## src/rtl/ascs_pkg.sv

```systemverilog
// Shared types, constants and helpers of the servo command slewer.
package ascs_pkg;

   localparam int LINE_LEN   = 4;
   localparam int LEN_W      = $clog2(LINE_LEN + 1);
   localparam int IDX_W      = (LINE_LEN > 1) ? $clog2(LINE_LEN) : 1;
   localparam int NUM_JOINTS = 6;
   localparam int VAL_SAT    = 100000;
   localparam int MAG_W      = $clog2(VAL_SAT + 1);
   localparam int DATA_W     = 64;

   localparam logic [7:0] CHAR_TAB    = 8'd9;
   localparam logic [7:0] CHAR_LF     = 8'd10;
   localparam logic [7:0] CHAR_CR     = 8'd13;
   localparam logic [7:0] CHAR_SPACE  = 8'd32;
   localparam logic [7:0] CHAR_PLUS   = 8'd43;
   localparam logic [7:0] CHAR_MINUS  = 8'd45;
   localparam logic [7:0] CHAR_ZERO   = 8'd48;
   localparam logic [7:0] CHAR_NINE   = 8'd57;
   localparam logic [7:0] CHAR_UP_A   = 8'd65;
   localparam logic [7:0] CHAR_UP_F   = 8'd70;
   localparam logic [7:0] CHAR_LOW_A  = 8'd97;
   localparam logic [7:0] CHAR_LOW_Z  = 8'd122;
   localparam logic [7:0] CASE_OFFSET = 8'd32;

   localparam logic ACT_BYTE = 1'b0;
   localparam logic ACT_TICK = 1'b1;

   localparam logic REG_STEP_PERIOD = 1'b0;
   localparam logic REG_MAX_ANGLE   = 1'b1;

   localparam logic [9:0] STEP_PERIOD_RESET = 10'd10;
   localparam logic [7:0] MAX_ANGLE_RESET   = 8'd180;

   typedef logic [LINE_LEN-1:0][7:0]   line_type;
   typedef logic [NUM_JOINTS-1:0][7:0] angles_type;

   typedef struct packed {
      logic [2:0] joint;
      logic [7:0] angle;
   } cmd_type;

   localparam angles_type HOME_POSE = {8'd55, 8'd105, 8'd105, 8'd90, 8'd90, 8'd90};

   function automatic logic is_ws(input logic [7:0] c);
      return (c == CHAR_SPACE) || ((c >= CHAR_TAB) && (c <= CHAR_CR));
   endfunction

   function automatic logic is_digit(input logic [7:0] c);
      return (c >= CHAR_ZERO) && (c <= CHAR_NINE);
   endfunction

endpackage

```

## src/rtl/ascs_parser.sv

```systemverilog
// Command line parser: joint letter plus signed decimal, clamped to the max angle.
module ascs_parser (
   input  ascs_pkg::line_type           line,
   input  logic [ascs_pkg::LEN_W-1:0]   len,
   input  logic [7:0]                   max_angle,
   output ascs_pkg::cmd_type            cmd
);

   typedef enum logic [3:0] {
      PH_LEAD = 4'b0001,
      PH_POST = 4'b0010,
      PH_DIG  = 4'b0100,
      PH_DONE = 4'b1000
   } phase_type;

   always_comb begin
      phase_type                   ph;
      logic [7:0]                  jl;
      logic                        neg;
      logic [ascs_pkg::MAG_W-1:0]  mag;
      logic [ascs_pkg::MAG_W+3:0]  acc;
      logic [7:0]                  c;
      logic [7:0]                  up;
      ph  = PH_LEAD;
      jl  = '0;
      neg = 1'b0;
      mag = '0;
      acc = '0;
      up  = '0;
      for (int k = 0; k < ascs_pkg::LINE_LEN; k++) begin
         c = line[k];
         if (k < int'(len)) begin
            case (ph)
               PH_LEAD: begin
                  if (!ascs_pkg::is_ws(c)) begin
                     jl = c;
                     ph = PH_POST;
                  end
               end
               PH_POST: begin
                  if (ascs_pkg::is_ws(c)) begin
                     ph = PH_POST;
                  end else if (c == ascs_pkg::CHAR_MINUS || c == ascs_pkg::CHAR_PLUS) begin
                     neg = (c == ascs_pkg::CHAR_MINUS);
                     ph  = PH_DIG;
                  end else if (ascs_pkg::is_digit(c)) begin
                     mag = ascs_pkg::MAG_W'(c - ascs_pkg::CHAR_ZERO);
                     ph  = PH_DIG;
                  end else begin
                     ph = PH_DONE;
                  end
               end
               PH_DIG: begin
                  if (ascs_pkg::is_digit(c)) begin
                     acc = ({4'b0, mag} << 3) + ({4'b0, mag} << 1)
                         + (ascs_pkg::MAG_W + 4)'(c - ascs_pkg::CHAR_ZERO);
                     if (acc > (ascs_pkg::MAG_W + 4)'(ascs_pkg::VAL_SAT))
                        mag = ascs_pkg::MAG_W'(ascs_pkg::VAL_SAT);
                     else
                        mag = acc[ascs_pkg::MAG_W-1:0];
                  end else begin
                     ph = PH_DONE;
                  end
               end
               default: begin
                  ph = PH_DONE;
               end
            endcase
         end
      end

      if (jl >= ascs_pkg::CHAR_LOW_A && jl <= ascs_pkg::CHAR_LOW_Z)
         up = jl - ascs_pkg::CASE_OFFSET;
      else
         up = jl;

      cmd = '0;
      if (ph != PH_LEAD && up >= ascs_pkg::CHAR_UP_A && up <= ascs_pkg::CHAR_UP_F) begin
         cmd.joint = 3'(up - ascs_pkg::CHAR_UP_A + 8'd1);
         if (neg)
            cmd.angle = '0;
         else if (mag > ascs_pkg::MAG_W'(max_angle))
            cmd.angle = max_angle;
         else
            cmd.angle = mag[7:0];
      end
   end

endmodule

```

## src/rtl/ascii_servo_command_slewer.sv

```systemverilog
// Servo command slewer top level: line buffer, joint targets and slew stepping.
//
// Each item is a serial byte (req_tuser = 0) or a 1 ms tick (req_tuser = 1) and yields
// exactly one result item carrying the six joint angles after that item, the moving
// flag and the command accepted by it, if any. Bytes other than CR/LF fill a
// four-byte line; CR, LF or a full line parses it as a joint letter A-F plus a signed
// decimal clamped to 0..max_angle. Every step_period_ticks ticks all joints move one
// degree toward their targets at once. An item is registered on entry, then parsed and
// applied once the result register is free and lands in the result register; one item
// is taken every cycle while the result is not stalled, and the parse of the line
// register feeding the target update is combinational. csr_ready is always high; the user
// must write registers only while the block is idle, which the block does not enforce.
module ascii_servo_command_slewer (
   input  logic        clock,
   input  logic        reset,
   input  logic        req_tvalid,
   output logic        req_tready,
   input  logic [7:0]  req_tdata,   // rx_byte
   input  logic        req_tuser,   // action
   output logic        rsp_tvalid,
   input  logic        rsp_tready,
   // angle_a, angle_b, angle_c, angle_d, angle_e, angle_f, moving, cmd_joint, cmd_angle, pad
   output logic [63:0] rsp_tdata,
   input  logic        csr_valid,
   output logic        csr_ready,
   input  logic        csr_index,
   input  logic [9:0]  csr_data
);

   logic                          in_valid_ff, in_valid_in;
   logic                          in_action_ff;
   logic [7:0]                    in_byte_ff;
   logic                          out_valid_ff, out_valid_in;
   logic [ascs_pkg::DATA_W-1:0]   out_data_ff, out_data_in;
   logic [7:0]                    line_buf_ff [ascs_pkg::LINE_LEN];
   logic [ascs_pkg::LEN_W-1:0]    line_len_ff, line_len_in;
   ascs_pkg::angles_type          angle_ff, angle_in;
   ascs_pkg::angles_type          target_ff, target_in;
   logic [9:0]                    tick_ff, tick_in;
   logic [9:0]                    period_ff;
   logic [7:0]                    max_angle_ff;

   logic                          advance;
   logic                          is_byte;
   logic                          eol;
   logic                          append;
   logic                          flush;
   logic                          cmd_fire;
   logic                          step;
   logic                          moving;
   logic [ascs_pkg::LEN_W-1:0]    len_after;
   ascs_pkg::line_type            cur_line;
   ascs_pkg::cmd_type             cmd;
   ascs_pkg::cmd_type             cmd_out;

   assign advance    = in_valid_ff && (!out_valid_ff || rsp_tready);
   assign req_tready = !in_valid_ff || advance;
   assign rsp_tvalid = out_valid_ff;
   assign rsp_tdata  = out_data_ff;
   assign csr_ready  = 1'b1;

   assign in_valid_in  = req_tready ? req_tvalid : in_valid_ff;
   assign out_valid_in = advance ? 1'b1 : (out_valid_ff && !rsp_tready);

   assign is_byte   = (in_action_ff == ascs_pkg::ACT_BYTE);
   assign eol       = (in_byte_ff == ascs_pkg::CHAR_LF) || (in_byte_ff == ascs_pkg::CHAR_CR);
   assign append    = is_byte && !eol && (line_len_ff < ascs_pkg::LEN_W'(ascs_pkg::LINE_LEN));
   assign len_after = append ? line_len_ff + 1'b1 : line_len_ff;
   assign flush     = is_byte && (eol || len_after >= ascs_pkg::LEN_W'(ascs_pkg::LINE_LEN));
   assign cmd_fire  = flush && (len_after >= ascs_pkg::LEN_W'(2)) && (cmd.joint != 3'd0);
   assign step      = !is_byte && (({1'b0, tick_ff} + 11'd1) >= {1'b0, period_ff});

   always_comb begin
      for (int k = 0; k < ascs_pkg::LINE_LEN; k++) begin
         if (append && (k == int'(line_len_ff)))
            cur_line[k] = in_byte_ff;
         else
            cur_line[k] = line_buf_ff[k];
      end
   end

   ascs_parser u_parser (
      .line      (cur_line),
      .len       (len_after),
      .max_angle (max_angle_ff),
      .cmd       (cmd)
   );

   always_comb begin
      line_len_in = line_len_ff;
      tick_in     = tick_ff;
      target_in   = target_ff;
      angle_in    = angle_ff;
      if (advance) begin
         if (is_byte) begin
            line_len_in = flush ? '0 : len_after;
            for (int j = 0; j < ascs_pkg::NUM_JOINTS; j++) begin
               if (cmd_fire && (cmd.joint == 3'(j + 1)))
                  target_in[j] = cmd.angle;
            end
         end else if (step) begin
            tick_in = '0;
            for (int j = 0; j < ascs_pkg::NUM_JOINTS; j++) begin
               if (angle_ff[j] < target_ff[j])
                  angle_in[j] = angle_ff[j] + 8'd1;
               else if (angle_ff[j] > target_ff[j])
                  angle_in[j] = angle_ff[j] - 8'd1;
            end
         end else begin
            tick_in = tick_ff + 10'd1;
         end
      end
   end

   always_comb begin
      moving = 1'b0;
      for (int j = 0; j < ascs_pkg::NUM_JOINTS; j++) begin
         if (angle_in[j] != target_in[j])
            moving = 1'b1;
      end
      cmd_out     = cmd_fire ? cmd : '0;
      out_data_in = {4'b0, cmd_out.angle, cmd_out.joint, moving, angle_in};
   end

   always_ff @(posedge clock) begin
      if (reset) begin
         in_valid_ff  <= 1'b0;
         out_valid_ff <= 1'b0;
         line_len_ff  <= '0;
         tick_ff      <= '0;
         angle_ff     <= ascs_pkg::HOME_POSE;
         target_ff    <= ascs_pkg::HOME_POSE;
         period_ff    <= ascs_pkg::STEP_PERIOD_RESET;
         max_angle_ff <= ascs_pkg::MAX_ANGLE_RESET;
      end else begin
         in_valid_ff  <= in_valid_in;
         out_valid_ff <= out_valid_in;
         line_len_ff  <= line_len_in;
         tick_ff      <= tick_in;
         angle_ff     <= angle_in;
         target_ff    <= target_in;
         if (csr_valid && (csr_index == ascs_pkg::REG_STEP_PERIOD))
            period_ff <= csr_data;
         if (csr_valid && (csr_index == ascs_pkg::REG_MAX_ANGLE))
            max_angle_ff <= csr_data[7:0];
      end
   end

   always_ff @(posedge clock) begin
      if (req_tready) begin
         in_action_ff <= req_tuser;
         in_byte_ff   <= req_tdata;
      end
      if (advance)
         out_data_ff <= out_data_in;
      if (advance && append)
         line_buf_ff[line_len_ff[ascs_pkg::IDX_W-1:0]] <= in_byte_ff;
   end

endmodule

```

## config.mk

```make
export PLATFORM = sky130hd
export DESIGN_NAME = ascii_servo_command_slewer
export DESIGN_NICKNAME = d
export VERILOG_FILES = /design/src/rtl/ascs_pkg.sv /design/src/rtl/ascs_parser.sv /design/src/rtl/ascii_servo_command_slewer.sv
export SDC_FILE = /design/constraint.sdc
export NUM_CORES = 1
export LEC_CHECK = 0
export BUFFER_PORTS_ARGS = -buffer_cell sky130_fd_sc_hd__buf_4
export CAP_MARGIN = 20
export CORE_ASPECT_RATIO = 1.5
export CORE_UTILIZATION = 48
export CTS_CLUSTER_DIAMETER = 150
export DETAILED_ROUTE_END_ITERATION = 7
export PLACE_DENSITY = 0.61
export RECOVER_POWER = 25
export SETUP_SLACK_MARGIN = 0.05
export SYNTH_ARGS = -nofsm -noshare
export SYNTH_HDL_FRONTEND = slang
export SYNTH_SLANG_ARGS = --single-unit
```

## constraint.sdc

```tcl
create_clock -name clock -period 15.77 [get_ports clock]
set_input_delay 2.3655 -clock clock [delete_from_list [all_inputs] [get_ports clock]]
set_output_delay 2.3655 -clock clock [all_outputs]
set_load 0.02 [all_outputs]
```

# ---- After elaboration in Yosys (flattened, before gate mapping)
# Memory sizes are Yosys's and may differ from the RTL's.
# Cells that the tools add are included.
# Widths: inputs -> output; s select.
dict set report word_totals {
  regBits 198
  mem_bits_rw 32
  input_bits 25
  out_inout_bits 67
  wordCells 289
  n_memories 1
}
dict set report classes {
  add_sub_neg 28
  n_lt_le_gt_ge 42
  n_eq_ne 37
  n_mux 105
  bitwise_logic 2
  reduce_logical 51
}
# name depth width read_ports rd_clocked_by_memory_dff wr line_no
set mem_list {}
lappend mem_list {line_buf_ff 4 8 4 0 1 ascii_servo_command_slewer.sv:35} ;# logic [7:0] line_buf_ff [ascs_pkg::LINE_LEN];
# operator n
set ops {}
lappend ops {{$mux 17} 18}
lappend ops {{$mux 8} 36}
lappend ops {{$mux 48} 5}
lappend ops {{$pmux 17 s2} 3}
lappend ops {{$eq 8x6->1 const B} 10}
lappend ops {{$mux 4} 18}
lappend ops {{$gt 21x17->1 const B} 3}
lappend ops {{$sub 8x6->9 const B} 6}
lappend ops {{$add 8x1->8 const B} 6}
lappend ops {{$gt 8x8->1} 6}
lappend ops {{$lt 8x8->1} 6}
lappend ops {{$ne 8x8->1} 6}
lappend ops {{$sub 8x1->8 const B} 6}
lappend ops {{$add 20x18->21} 2}
lappend ops {{$add 21x21->21} 2}
lappend ops {{$pmux 4 s3} 3}
lappend ops {{$ge 8x4->1 const B} 4}
lappend ops {{$le 8x4->1 const B} 4}
lappend ops {{$logic_and 1x1->1} 31}
lappend ops {{$ge 8x6->1 const B} 3}
lappend ops {{$le 8x6->1 const B} 3}
lappend ops {{$gt 17x8->1} 1}
lappend ops {{$eq 8x4->1 const B} 2}
lappend ops {{$ge 8x7->1 const B} 2}
lappend ops {{33 further kinds} 79}

# ---- Longest topological paths before layout
dict set report depth {
  depth_word 41
  mapped_depth 62
  ltp_nobuf 60
}

# ---- By module
# From an unflattened synthesis, not the netlist that was laid out.
dict set report unflattened {
  cells_unflattened 1958
  area_unflattened_um2 17494.3
}
# mod instances cells_each area_each_um2 seq_area_each_um2
set by_module_without_submodules {}
lappend by_module_without_submodules {ascii_servo_command_slewer 1 1263 12562.0 5615.4}
lappend by_module_without_submodules {ascs_parser 1 695 4932.2 0.0}

# ---- Worst setup path before layout
# Ideal clock, no wire load.
dict set report synth_timing {
  path_type {reg-to-reg}
  startpoint {register in_byte_ff[2]}
  endpoint {register out_data_ff (netlist bit rsp_tdata[48]) (data pin)}
  setup_time_ps 272
  t_arrival_ps 13851
  required_ps 15498
  setup_slack_ps 1647
  stages_incl_launch_ff 58
  n_path_buf 2
  period_less_slack_ps 14123
  cell_sequence {edfxtp_1 -> buf_6 -> and3b_1 -> o211ai_2 -> buf_6 -> nand2_1 -> o21ai_0 -> ha_1 -> a21bo_2 -> a211oi_1 -> a31oi_1 -> or3_1 -> nor2_1 -> inv_1 -> fa_1 -> inv_1 -> fa_1 -> a211oi_1 -> [... 22 more ...] -> ha_1 -> nor2b_1 -> o21a_1 -> o21a_1 -> o21a_1 -> o21a_1 -> o21a_1 -> o21a_1 -> o22a_1 -> a221oi_2 -> o211a_1 -> a31oi_1 -> a311oi_1 -> mux2i_1 -> xor2_1 -> nand3_1 -> or4_1 -> or4b_1}
}
dict set report synth_between {
  elab_chain_len 38
  word_cells_on_any_way 197
  cone_classes {add/sub: 13; order compare: 28; eq/ne: 34; mux: 85; reduce/logical: 37}
}
# element line_no
set synth_lines {}
lappend synth_lines {{start: declaration} ascii_servo_command_slewer.sv:32} ;# logic [7:0] in_byte_ff;
lappend synth_lines {{start signal: assignment} ascii_servo_command_slewer.sv:152} ;# in_byte_ff <= req_tdata;
lappend synth_lines {{parallel branches: the longest is 34 deep, another holds $gt 21x17->1} --}
lappend synth_lines {{$mux 48 (*)} ascii_servo_command_slewer.sv:95} ;# if (is_byte) begin
lappend synth_lines {{$mux 48 (*)} ascii_servo_command_slewer.sv:94} ;# if (advance) begin
lappend synth_lines {{$ne 8x8->1} ascii_servo_command_slewer.sv:118} ;# if (angle_in[j] != target_in[j])
lappend synth_lines {{$reduce_or 5->1 (no source line) or $mux 1 (tied branches)} --}
lappend synth_lines {{end signal: assignment} ascii_servo_command_slewer.sv:155} ;# out_data_ff <= out_data_in;
lappend synth_lines {{end: declaration} ascii_servo_command_slewer.sv:34} ;# logic [ascs_pkg::DATA_W-1:0] out_data_ff, out_data_in;
# Mark *: on every way between the ends.
# A chain may end at the register's enable or synchronous reset.

# ---- Worst setup path after layout
dict set report layout_timing {
  startpoint {register line_len_ff[1] (netlist bit)}
  endpoint {register out_data_ff (netlist bit rsp_tdata[48]) (data pin)}
}
dict set report layout_between {
  elab_chain_len 35
  word_cells_on_any_way 198
  cone_classes {add/sub: 14; order compare: 29; eq/ne: 35; mux: 85; reduce/logical: 35}
}
# element line_no
set layout_lines {}
lappend layout_lines {{start: declaration} ascii_servo_command_slewer.sv:36} ;# logic [ascs_pkg::LEN_W-1:0] line_len_ff, line_len_in;
lappend layout_lines {{start signal: assignment} ascii_servo_command_slewer.sv:138} ;# line_len_ff <= line_len_in;
lappend layout_lines {{parallel branches: the longest is 31 deep, another holds $gt 21x17->1} --}
lappend layout_lines {{$mux 48 (*)} ascii_servo_command_slewer.sv:95}
lappend layout_lines {{$mux 48 (*)} ascii_servo_command_slewer.sv:94}
lappend layout_lines {{$ne 8x8->1} ascii_servo_command_slewer.sv:118}
lappend layout_lines {{$reduce_or 5->1 (no source line) or $mux 1 (tied branches)} --}
# Marks and branches as above.

==> flow_metrics.py <==
metrics = {
    "sta": {
        "fin_crit_ps": 15020,
        "timing.final.crit_share_pct": 95.24,
        "postLayoutSetupSlackWorst_ps": 750.2,
        "hold_violations": 0,
        "maxSlewHeadroom_pct": -142.1,
        "finalSetupViolCount": 0,
        "fin_worst_skew_ps": 42.98,
        "maxSlewViolCount": 132,
        "setup-tns-final_ps": 0,
        "rsz0062_at_grt": "no",
        "max_freq_ghz": 0.06658,
        "tightestPinTransition_ps": 3631,
    },
    "placed_design": {
        "io_buffers": 86,
        "dp_hpwl_mm": 47.47,
        "dp_slack_ps": -163.7,
        "gp_congestion": 0.9621,
    },
    "synthesis": {
        "synth_flop_cell": "dfxtp_1",
        "ys_types": 113,
        "yosysMostFrequentCell": "inv_1",
        "ys_seq_area_share_pct": 30.63,
        "synth_xor_area_share_pct": 5.255,
        "yosys.area_share.simple_pct": 21.15,
        "syn_inst": 2134,
        "yosysTopAreaCell": "edfxtp_1",
        "synth_mux_area_share_pct": 3.372,
        "synthesis.area_sq_um": 18330,
        "async_flop_share_pct": 0,
        "synth.area.top_cells": "edfxtp_1, dfxtp_1, ha_1",
        "synth_compound_area_share_pct": 21.22,
        "synth_edf_count": 101,
        "synth_common_cells": "inv_1, nand2_1, nor2_1, ha_1, dfxtp_1",
        "ys_seq_elements": 230,
        "syn_avg_cell_area_sq_um": 8.591,
        "synth_fa_ha_area_share_pct": 12.01,
        "synth_top_area_share_pct": 16.54,
        "synth_top_family_by_area": "compound AO/OA/AOI/OAI gates",
        "yosysWarnings": 0,
    },
    "flow_run": {
        "cap_viol_max_count": 2,
    },
    "power_and_ir_drop": {
        "p_leak_uw": 0.008608,
        "ir_drop_mv": 0.09711,
        "powerDensity_nw_per_um2": 65.75,
    },
    "detailed_routing": {
        "routed_via_density": 6.145,
        "firstDrtPassIters": 5,
        "drt_first_iter_violations": 1327,
        "wl_per_cell_microns": 22.40,
        "ant_nets": 0,
        "drt_wl_total_mm": 61.00,
        "drc": 0,
        "vias": 16730,
    },
    "global_route": {
        "antenna_found_initial": 0,
        "overflow": 0,
        "grt_first_pass_wirelength_mm": 93.27,
        "grt_pass1_vias": 16310,
        "grt_max_degree": 67,
        "grt_use_total_pct": 31.08,
    },
    "finish": {
        "fillers": 3615,
        "area_growth_pct": 11.26,
        "num_antenna_cells": 0,
        "drive_gt1_share_pct": 11.95,
        "final_nets": 2402,
    },
    "critical_path": {
        "cpLargestDelayFamily": "compound AO/OA/AOI/OAI gates",
        "cp_slowest_stage_delay_ps": 740,
        "critical_path_class": "reg2reg",
        "reg2reg_depth": 59,
        "cp-end-kind": "flip-flop",
        "cpMaxStageDelayCell": "a211oi_1",
        "r2r_end": "rsp_tdata[48]",
        "crit_top_cell": "o21a_1",
        "arrival_ps": 15330,
        "critPathLaunchType": "flip-flop",
        "crit_buf_inv": 8,
        "rrSetupSlack_ps": 750,
        "rr_startpoint": "line_len_ff[1]",
        "required_ps": 16080,
        "crit_fanout": 8,
    },
    "floorplanning": {
        "die_height_microns": 241.4,
        "die_x_microns": 161.6,
        "boundaryPins": 92,
        "initial_core_util_pct": 48.67,
        "dieArea_sq_um": 38990,
        "core_sq_um": 37660,
        "rows": 87,
    },
    "run_status": {
        "violations": "capacitance limit, slew limit",
        "outcome": "finished, violations left",
    },
    "cts": {
        "root_buffer": "clkbuf_16",
        "cts_tree": "built",
        "clock_sinks": 230,
        "path_clk_slew_ps": 80,
        "cts_max_path_buffers": 3,
        "clock_latency_ps": 570,
        "ctsHoldBuffers": 0,
        "cts_buffers": 24,
        "htreeDepth": 1,
    },
    "min_path": {
        "worst_hold_path_type": "reg2reg",
        "hp-start": "period_ff[8]",
        "holdPathStages": 2,
        "min_to": "period_ff[8]",
    },
}
[layout make-up]
cell class	instances	area [sq um]	area share, %
clock buffer	27	611.8	3.000
clock inverter	17	188.9	0.9263
inverter	201	754.5	3.699
multi-input combinational	1626	11660	57.15
sequential	230	5615	27.53
tap	489	611.8	3.000
timing repair buffer	133	958.4	4.699
[report_power, final]
part | switching [uW] | leakage [uW] | internal, uW
registers | 8.40 | 0.00192 | 631
logic | 84.1 | 0.00630 | 38.5
clock network | 259 | 0.000388 | 321
total | 351 | 0.00861 | 990
[cell families (layout without fill, tap and decap cells)]
family / Yosys count / after routing
AND/OR/NAND/NOR: 746 / 746
AO/OA/AOI/OAI: 544 / 544
buffers and inverters: 281 / 378
flip-flops: 230 / 230
adder cells (fa/ha/maj): 161 / 161
XOR/XNOR: 110 / 110
multiplexers: 60 / 60
other: 2 / 5
[per-stage QoR]
stage          area, sq um  util (%)  power, uW  hold WS [ps]  cells
2_1_floorplan        18340         -      728.9         436.3   2137
3_3_place_gp         19480     51.73      770.4         447.4   2670
3_5_place_dp         19490     51.74      771.7         452.5   2671
4_1_cts              20290     53.88       1350         464.1   2715
5_1_grt              20400     54.16       1384         484.9   2723
6_report             20400     54.16       1341         463.1   2723
[how the worst max path moves through the flow]
stage                         from            end  slack [ps]  cells after the start
detailed placement  line_len_ff[1]  rsp_tdata[48]        -160                     58
CTS                 line_len_ff[1]  rsp_tdata[48]         130                     60
global placement    line_len_ff[1]  rsp_tdata[48]         190                     60
finish              line_len_ff[1]  rsp_tdata[48]         750                     59
floorplan            in_byte_ff[2]  rsp_tdata[48]        1650                     57
global route        line_len_ff[1]  rsp_tdata[48]          50                     61
[cell usage in the layout, fill, tap and decap left out, types with 10 or more instances in the layout]
cell type,count
or3_1,15
edfxtp_1,101
xnor2_1,71
a21o_1,37
a22oi_1,18
inv_1,197
xor2_1,39
ha_1,136
mux2i_1,45
nand4_1,42
nand3b_1,11
o21a_1,28
nand2b_1,33
clkbuf_4,10
buf_4,112
dfxtp_1,129
o21ai_0,80
o2111ai_1,10
nor4_1,14
and3_1,29
nand2_1,185
clkbuf_16,24
nor3_1,62
o211ai_1,27
fa_1,25
clkbuf_1,13
o22ai_1,16
or2_2,11
nor2b_1,13
a21oi_1,117
nand3_1,58
nor2_1,177
a31oi_1,25
a211oi_1,22
mux2_2,14
and2_1,25
o31ai_1,13
[sequential cells by signal, indices dropped and copies added (netlist names)]
register	flops
angle_ff	48
in_action_ff	1
in_byte_ff	8
in_valid_ff	1
line_buf_ff	32
line_len_ff	3
max_angle_ff	8
period_ff	10
rsp_tdata	60
rsp_tvalid	1
target_ff	48
tick_ff	10
[worst reg2reg max path: cells and delay by family (launching register included)]
family | cells | cell delay, ps
XOR/XNOR | 1 | 150
buffers and inverters | 8 | 1070
multiplexers | 1 | 150
AO/OA/AOI/OAI | 29 | 6840
adder cells (fa/ha/maj) | 7 | 2480
AND/OR/NAND/NOR | 13 | 3690
flip-flops | 1 | 380
[metal layers]
layer | vias up | share of wire (%) | GRT usage, %
met3 | 180 | 4.2 | 2.568
met4 | 0 | 5.6 | 17.07
li1 | 7923 | - | -
met2 | 597 | 53 | 59.64
met5 | - | 0 | 0
met1 | 8033 | 37 | 33.39
[timing repair]
| item | CTS | global route |
|---|---|---|
| endpoints found under the setup margin | 1 | 1 |
| resized for setup | 1 | 18 |
| pin swaps | 0 | 3 |
| setup buffers | 0 | 8 |
No activity file was read; power rests on OpenSTA's default activity.
